<file path="src/rtl/core/cfa_pkg.sv">
package cfa_pkg;

    localparam int FRAC_BITS_DEF = 16;
    localparam int CFG_IDX_W     = 3;
    localparam int CFG_DATA_W    = 31;

    localparam logic [CFG_IDX_W-1:0] CFG_DESIRED_SPEED     = 3'd0;
    localparam logic [CFG_IDX_W-1:0] CFG_PEAK_ACCELERATION = 3'd1;
    localparam logic [CFG_IDX_W-1:0] CFG_BRAKE_TERM_SCALE  = 3'd2;
    localparam logic [CFG_IDX_W-1:0] CFG_STANDSTILL_GAP    = 3'd3;
    localparam logic [CFG_IDX_W-1:0] CFG_TIME_HEADWAY      = 3'd4;
    localparam logic [CFG_IDX_W-1:0] CFG_GAP_FLOOR         = 3'd5;

    localparam logic [30:0] RST_DESIRED_SPEED     = 31'd917504;
    localparam logic [30:0] RST_PEAK_ACCELERATION = 31'd65536;
    localparam logic [30:0] RST_BRAKE_TERM_SCALE  = 31'd26755;
    localparam logic [30:0] RST_STANDSTILL_GAP    = 31'd131072;
    localparam logic [30:0] RST_TIME_HEADWAY      = 31'd98304;
    localparam logic [30:0] RST_GAP_FLOOR         = 31'd6554;

    localparam int FRONT_LAT = 6;
    localparam int QUO_BITS  = 32;
    localparam int DIV_LAT   = QUO_BITS + 2;
    localparam int BACK_LAT  = 9;

    localparam logic signed [63:0] S32_MAX = 64'sh0000_0000_7FFF_FFFF;
    localparam logic signed [63:0] S32_MIN = 64'shFFFF_FFFF_8000_0000;

    typedef struct packed {
        logic [30:0]        own_velocity;
        logic signed [31:0] own_position;
        logic [30:0]        speed_limit;
        logic               lead_present;
        logic [30:0]        lead_velocity;
        logic signed [31:0] lead_position;
        logic [30:0]        lead_length;
    } t_car_in;

    typedef struct packed {
        logic signed [31:0] acceleration;
        logic [30:0]        new_velocity;
        logic signed [31:0] new_position;
    } t_car_out;

    typedef struct packed {
        logic [30:0] desired_speed;
        logic [30:0] peak_acceleration;
        logic [30:0] brake_term_scale;
        logic [30:0] standstill_gap;
        logic [30:0] time_headway;
        logic [30:0] gap_floor;
    } t_cfg;

    typedef struct packed {
        logic [30:0]        own_velocity;
        logic signed [31:0] own_position;
        logic               lead_present;
    } t_side;

    function automatic logic signed [31:0] sat32(input logic signed [63:0] x);
        if (x > S32_MAX) begin
            return S32_MAX[31:0];
        end else if (x < S32_MIN) begin
            return S32_MIN[31:0];
        end else begin
            return x[31:0];
        end
    endfunction

    function automatic logic signed [31:0] mulsh(input logic signed [63:0] p, input int frac);
        logic signed [63:0] s;
        s = p >>> frac;
        return sat32(s);
    endfunction

endpackage

</file>
<file path="src/rtl/core/cfa_div.sv">
module cfa_div import cfa_pkg::*; #(
    parameter int FRAC_BITS = FRAC_BITS_DEF,
    parameter int SIDE_W    = 1
) (
    input  logic               i_clk,
    input  logic               i_rst_n,
    input  logic               i_vld,
    input  logic signed [31:0] i_num,
    input  logic [30:0]        i_den,
    input  logic [SIDE_W-1:0]  i_side,
    output logic               o_vld,
    output logic signed [31:0] o_quo,
    output logic [SIDE_W-1:0]  o_side
);

    localparam int NW = 32 + FRAC_BITS;
    localparam int CW = NW + QUO_BITS;

    logic [NW-1:0]       r_rem  [0:QUO_BITS];
    logic [QUO_BITS-1:0] r_quo  [0:QUO_BITS];
    logic [30:0]         r_den  [0:QUO_BITS];
    logic                r_neg  [0:QUO_BITS];
    logic                r_ovf  [0:QUO_BITS];
    logic                r_nz   [0:QUO_BITS];
    logic [SIDE_W-1:0]   r_side [0:QUO_BITS];
    logic [QUO_BITS:0]   r_vld;
    logic                r_out_vld;
    logic signed [31:0]  r_out_quo;
    logic [SIDE_W-1:0]   r_out_side;

    logic [31:0]        n_mag;
    logic [NW-1:0]      n_nmag;
    logic signed [31:0] n_quo;
    logic [QUO_BITS-1:0] n_q;

    always_comb begin
        n_mag  = i_num[31] ? (~i_num + 32'd1) : i_num;
        n_nmag = {n_mag, {FRAC_BITS{1'b0}}};
    end

    always_ff @(posedge i_clk) begin
        r_rem[0]  <= n_nmag;
        r_quo[0]  <= '0;
        r_den[0]  <= i_den;
        r_neg[0]  <= i_num[31];
        r_nz[0]   <= (i_num != 32'sd0);
        r_ovf[0]  <= (32'(n_nmag >> QUO_BITS) >= {1'b0, i_den});
        r_side[0] <= i_side;
    end

    for (genvar j = 1; j <= QUO_BITS; j++) begin : g_step
        localparam int BIT = QUO_BITS - j;
        logic [CW-1:0]       n_diff;
        logic [QUO_BITS-1:0] n_qb;
        always_comb begin
            n_diff = CW'(r_rem[j-1]) - (CW'(r_den[j-1]) << BIT);
            n_qb   = r_quo[j-1];
            n_qb[BIT] = ~n_diff[CW-1];
        end
        always_ff @(posedge i_clk) begin
            r_rem[j]  <= n_diff[CW-1] ? r_rem[j-1] : n_diff[NW-1:0];
            r_quo[j]  <= n_qb;
            r_den[j]  <= r_den[j-1];
            r_neg[j]  <= r_neg[j-1];
            r_nz[j]   <= r_nz[j-1];
            r_ovf[j]  <= r_ovf[j-1];
            r_side[j] <= r_side[j-1];
        end
    end

    always_comb begin
        n_q = r_quo[QUO_BITS];
        if (!r_nz[QUO_BITS]) begin
            n_quo = 32'sd0;
        end else if (r_ovf[QUO_BITS]) begin
            n_quo = r_neg[QUO_BITS] ? S32_MIN[31:0] : S32_MAX[31:0];
        end else if (r_neg[QUO_BITS]) begin
            n_quo = (n_q > 32'h8000_0000) ? S32_MIN[31:0] : $signed(~n_q + 32'd1);
        end else begin
            n_quo = (n_q > 32'h7FFF_FFFF) ? S32_MAX[31:0] : $signed(n_q);
        end
    end

    always_ff @(posedge i_clk) begin
        if (!i_rst_n) begin
            r_vld     <= '0;
            r_out_vld <= 1'b0;
        end else begin
            r_vld     <= {r_vld[QUO_BITS-1:0], i_vld};
            r_out_vld <= r_vld[QUO_BITS];
        end
    end

    always_ff @(posedge i_clk) begin
        r_out_quo  <= n_quo;
        r_out_side <= r_side[QUO_BITS];
    end

    assign o_vld  = r_out_vld;
    assign o_quo  = r_out_quo;
    assign o_side = r_out_side;

endmodule

</file>
<file path="config.mk">
export PLATFORM = sky130hd
export DESIGN_NAME = cfa_div
export DESIGN_NICKNAME = d
export VERILOG_FILES = /design/src/rtl/core/cfa_pkg.sv /design/src/rtl/core/cfa_div.sv
export SDC_FILE = /design/constraint.sdc
export NUM_CORES = 2
export LEC_CHECK = 0
export BUFFER_PORTS_ARGS = -buffer_cell sky130_fd_sc_hd__buf_2
export CORE_MARGIN = 1.5
export CORE_UTILIZATION = 49
export CTS_CLUSTER_SIZE = 20
export DETAILED_ROUTE_END_ITERATION = 12
export MAX_ROUTING_LAYER = met4
export PLACE_DENSITY_LB_ADDON = 0.08
export REMOVE_ABC_BUFFERS = 1
export SYNTH_ARGS = -nofsm -noshare
export SYNTH_HDL_FRONTEND = slang
export SYNTH_SLANG_ARGS = --single-unit
</file>
<file path="constraint.sdc">
create_clock -name i_clk -period 9.5 [get_ports i_clk]
set_clock_uncertainty 0.15 [all_clocks]
set_input_delay 0.95 -clock i_clk [delete_from_list [all_inputs] [get_ports i_clk]]
set_output_delay 0.95 -clock i_clk [all_outputs]
set_load 0.01 [all_outputs]
</file>
## Word level (Yosys, flattened, before mapping)

Memory sizes are Yosys's and may differ from the RTL's. A register that Yosys moved wholly into a read port is not among the register bits.
Index checks and enable logic that the tools add are counted.
Widths: inputs -> output; s select.

| word-level totals | value |
|---|---|
| ROM bits | 0 |
| memory bits (writable) | 3795 |
| output and inout bits | 34 |
| bits in registers | 66 |
| memories kept | 7 |
| bits in latches | 0 |

Memories:

| name | words | width | rd ports | clocked after memory_dff | wr ports | line | source |
|---|---|---|---|---|---|---|---|
| r_rem | 33 | 48 | 32 | 0 | 33 | cfa_div.sv:19 | `logic [NW-1:0] r_rem [0:QUO_BITS];` |
| r_quo | 33 | 32 | 33 | 0 | 33 | cfa_div.sv:20 | `logic [QUO_BITS-1:0] r_quo [0:QUO_BITS];` |
| r_den | 33 | 31 | 32 | 0 | 33 | cfa_div.sv:21 | `logic [30:0] r_den [0:QUO_BITS];` |
| r_neg | 33 | 1 | 33 | 0 | 33 | cfa_div.sv:22 | `logic r_neg [0:QUO_BITS];` |
| r_nz | 33 | 1 | 33 | 0 | 33 | cfa_div.sv:24 | `logic r_nz [0:QUO_BITS];` |
| r_ovf | 33 | 1 | 33 | 0 | 33 | cfa_div.sv:23 | `logic r_ovf [0:QUO_BITS];` |
| +1 memories | n/a | n/a | n/a | n/a | n/a | n/a |  |

| operators by class | value |
|---|---|
| shift operators | 0 |
| add/subtract/negate cells | 34 |
| eq/ne operators | 0 |
| divide/modulo/power cells | 0 |
| order comparisons | 3 |
| bitwise operators | 34 |
| reductions and logical operators | 1 |
| $mul | 0 |
| muxes and demuxes | 38 |

Operator list:

| cell | count |
|---|---|
| $mux 48 | 32 |
| $mux 32 | 6 |
| $add 32x1->32 const B | 2 |
| $not 32->32 | 2 |
| $sub 48x62->63 | 1 |
| $sub 48x61->62 | 1 |
| $sub 48x60->61 | 1 |
| $sub 48x59->60 | 1 |
| $sub 48x58->59 | 1 |
| $sub 48x57->58 | 1 |
| $sub 48x56->57 | 1 |
| $sub 48x55->56 | 1 |
| $sub 48x54->55 | 1 |
| $sub 48x53->54 | 1 |
| $sub 48x52->53 | 1 |
| $sub 48x51->52 | 1 |
| $sub 48x50->51 | 1 |
| $sub 48x49->50 | 1 |
| $sub 48x31->49 | 1 |
| $sub 48x32->49 | 1 |
| $sub 48x33->49 | 1 |
| $sub 48x34->49 | 1 |
| $sub 48x35->49 | 1 |
| $sub 48x36->49 | 1 |
| other kinds (17) | 48 |

## Logic depth before layout (Yosys ltp)

An unclocked memory read counts as a cell.

| logic depth | value |
|---|---|
| depth after elaboration | 6 |
| mapped depth | 17 |
| mapped depth without buffers | 17 |

## Least setup slack after synthesis

No wires, ideal clock.

| timing path | value |
|---|---|
| kind | input to register |
| from | in i_num[6] |
| to | mem r_ovf[0] |
| arrival | 4.779 ns |
| path buffers | 0 |
| setup slack | 4.452 ns |
| stages on the path | 16 |
| library setup time | 0.119 ns |
| cell sequence | nor4_2 -> nand2b_1 -> or3_1 -> or4_4 -> nand2b_1 -> or4_1 -> or4_1 -> o31ai_1 -> xnor2_1 -> ha_1 -> a21o_1 -> a21o_1 -> a221oi_1 -> o221ai_1 -> a211oi_1 -> nor2_1 |

RTL lines:

| element | line | source |
|---|---|---|
| start, declared | cfa_div.sv:8 | `input logic signed [31:0] i_num,` |
| end, declared | cfa_div.sv:23 |  |

==> metrics list <==
- Counting along the longest clock path gives a buffer depth of 4.
- Die X-Extent: 489 µm
- Final number of hold-violating endpoints: 0
- The detailed router finished its first iteration with 2982 violations.
* Die outline height: 489 µm
- Count of cells along the worst hold path: 2
- The floorplan step defined a die boundary enclosing 0.239 mm².
* Met2 layer wire length in the routed design: 142000 µm
* Total number of placement rows: 178
* Total I/O pin count: 101
- The routed design has 247000 µm of wire.
- Counting cells, the worst reg-to-reg path comes to 16.
- Dividing the detail-routed via count by the number of cells gives 5.22.
- Post-detail-place hpwl: 191000 µm
- Final setup violation count: 0
- Status: completed
* Most common library cell in the layout ignoring fill and taps: sky130_fd_sc_hd__dfxtp_1
* Dominant synthesized flop cell: sky130_fd_sc_hd__dfxtp_1
- Summed over all failing endpoints, the final setup total negative slack is 0 ps.
- Via count of the first global-routing pass: 84300
- Yosys mapped a number of flops with a built-in enable equal to 0.
- Post-synthesis sequential element count: 2863
* H-tree depth reported by CTS: 5
- The tightest min-delay check is of the input port to flip-flop type.
* Count of warnings emitted by yosys: 0
- Peak VDD IR: 0.176 mV
- Power, Total: 41800 µW
- Kind of critical path: flip-flop to flip-flop
- Number of setup buffers added after CTS: 0
- The number of clock buffers added by TritonCTS is 317.
- Arrival time at the worst endpoint: 6080 ps
- Counting every instance in the synthesized netlist gives 11800.
* RSZ-0062 raised after global routing: no
* Fraction of final layout cells sized beyond drive strength 1: 8.41%
* Kind of launch point of the worst setup path: flip-flop
- Max-Cap Viols: 0
* Buffers on Ports: 100
- Commonest cells after routing, fill and taps aside: 2862 x sky130_fd_sc_hd__dfxtp_1, 1097 x sky130_fd_sc_hd__inv_1, 889 x sky130_fd_sc_hd__ha_1, 849 x sky130_fd_sc_hd__a21oi_1, 761 x sky130_fd_sc_hd__nand2_1
* Register area share after synthesis: 49.5%
* Post-route DRC: 0
- Global routing used 21.1% of the available tracks.
- Endpoint required time on the critical path: 10210 ps
* Cell area after technology mapping: 0.116 mm²
- Gates resized during post-CTS repair numbered 0.
* Nature of the critical path endpoint: flip-flop
- Area added between synthesis and finish: 12.6%
- Fmax: 186 MHz
* Routed WL per cell: 16.0 µm
- Number of detailed-route iterations in the first pass: 8
* Biggest fanout along the worst timing path: 35
- Clock Root Buffer: sky130_fd_sc_hd__clkbuf_16
- Final RePlAce weighted congestion: 0.921
* Async set or reset register ratio after synthesis: 0%
- Share of the clock period used by the worst path: 56.5%
- For this design, the CTS-stage hold fixing added 32 buffers.
- The worst pin sits at a relative slew slack of 10.7%.
* Util after Layout: 55.4%
- Global routing finished with a remaining overflow of 0.
- Met1 Routed Length: 84900 µm
- Area post-placement: 0.120 mm²
- Signal routing reaches up to met4.
- Summed over all cells, the static leakage comes to 0.0593 µW.
- Once detail routing completed, the nets flagged for antenna violations numbered 0.
- Subtracting the final worst setup slack from the clock period gives 5370 ps.
- Syn Area/Cell: 9.84 µm²
* # nets final: 13000
- TritonCTS built the clock tree.
- Final hold analysis gives a worst-case slack of 88.3 ps.
- Power density normalized to cell area: 321 mW/mm²
- Reg clk slew, reported paths: 60 ps
* Slew of the pin with the lowest slew margin: 1330 ps
- Slew Viols, Final: 0
- Length of routed met3 wiring: 7150 µm
- Post-route cell area: 0.130 mm²
- Antenna violations before repair: 5
* Pin count of the biggest net entering global routing: 65
- Synthesis instantiated 105 different standard cells from the library.
- Clock latency on the worst-skew pair, taken at its later pin, is 960 ps.
* Number of clock sinks seen by CTS: 2863
- Total via count in the routed design: 80500
- Once the floorplan was initialized, standard cells occupied 49.2% of the core.
- The core region is 0.235 mm².
- The first global-routing pass estimated 401000 µm of wire.
kinds of logic after synthesis:
logic type,synth area share (%)
fa+ha+maj,10.1
flops,49.5
xor+xnor,6.43
compound gates,15.3
buf+inv,4.38
mux,3.10
simple gates,11.1
worst paths after layout:
kind,end,slack (ps),from
max,r_rem[0][1007],4130,r_rem[0][925]
min,r_vld[0],90,i_vld
max reg2reg,r_rem[0][1007],4130,r_rem[0][925]
min reg2reg,r_den[0][330],150,r_den[0][299]
state kept, by name (all words and copies together), names as in the netlist:
signal  flops
r_rem    1144
r_den     992
r_quo     528
r_neg      33
r_nz       33
r_ovf      33
r_side     33
r_vld      33
o_quo      32
o_side      1
o_vld       1
Yosys cell counts (all sizes together) (81+ instances only):
library cell  count  area (µm²)
a21o            414        3110
a21oi           852        4280
and2             99         619
clkbuf          176         662
dfxtp          2863       57300
ha              889       11100
inv            1099        4130
mux2            283        3190
nand2           761        2860
nand2b          177        1110
nand3           166         831
nor2            660        2480
nor2b           146         913
nor3            165         831
o21a            139        1040
o21ai           730        3660
o31ai            95         723
or3              81         527
xnor2           501        4390
xor2            349        3060
final cells by class:
type / count / area [µm²]
fillers: 20500 / 105000
flip-flops and latches: 2863 / 57300
multi-input cells: 7560 / 53400
clock buffers: 443 / 9030
inverters: 1101 / 4130
well taps: 3150 / 3940
clock inverters: 104 / 1240
repair buffers: 172 / 1120
diodes: 31 / 77.6
critical path, stage by stage (launching register included):
cell	delay, ps
sky130_fd_sc_hd__dfxtp_1	350
sky130_fd_sc_hd__inv_1	60
sky130_fd_sc_hd__fa_1	410
sky130_fd_sc_hd__nor2b_1	130
sky130_fd_sc_hd__o21a_1	140
sky130_fd_sc_hd__o21ai_0	130
sky130_fd_sc_hd__a31oi_1	630
sky130_fd_sc_hd__o2111ai_1	440
sky130_fd_sc_hd__a2111oi_0	910
sky130_fd_sc_hd__o31ai_1	340
sky130_fd_sc_hd__and2_1	250
sky130_fd_sc_hd__buf_4	220
sky130_fd_sc_hd__clkinv_1	80
sky130_fd_sc_hd__buf_4	380
sky130_fd_sc_hd__o211ai_1	210
sky130_fd_sc_hd__nor4_1	270
sky130_fd_sc_hd__xor2_1	160
metrics by stage:
step	std cells	setup WS [ps]
floorplan	11500	3830
CTS	15400	3970
global route	15400	3700
finish	15400	4130
detailed placement	14800	3930
global placement	14800	3710
routing by layer:
layer / vias to the layer above / GRT usage (%)
met1: 37600 / 17.6
met2: 1231 / 43.6
met3: 689 / 2.99
met5: - / -
li1: 41000 / -
met4: 0 / 10.8
report_power, final:
part	total (µW)	leakage (µW)	switching, µW	internal, µW
Clock	12000	0.00505	4710	7270
Sequential	15600	0.0239	1260	14300
Combinational	14200	0.0304	7920	6310
Power figures use the tool's default switching activity.
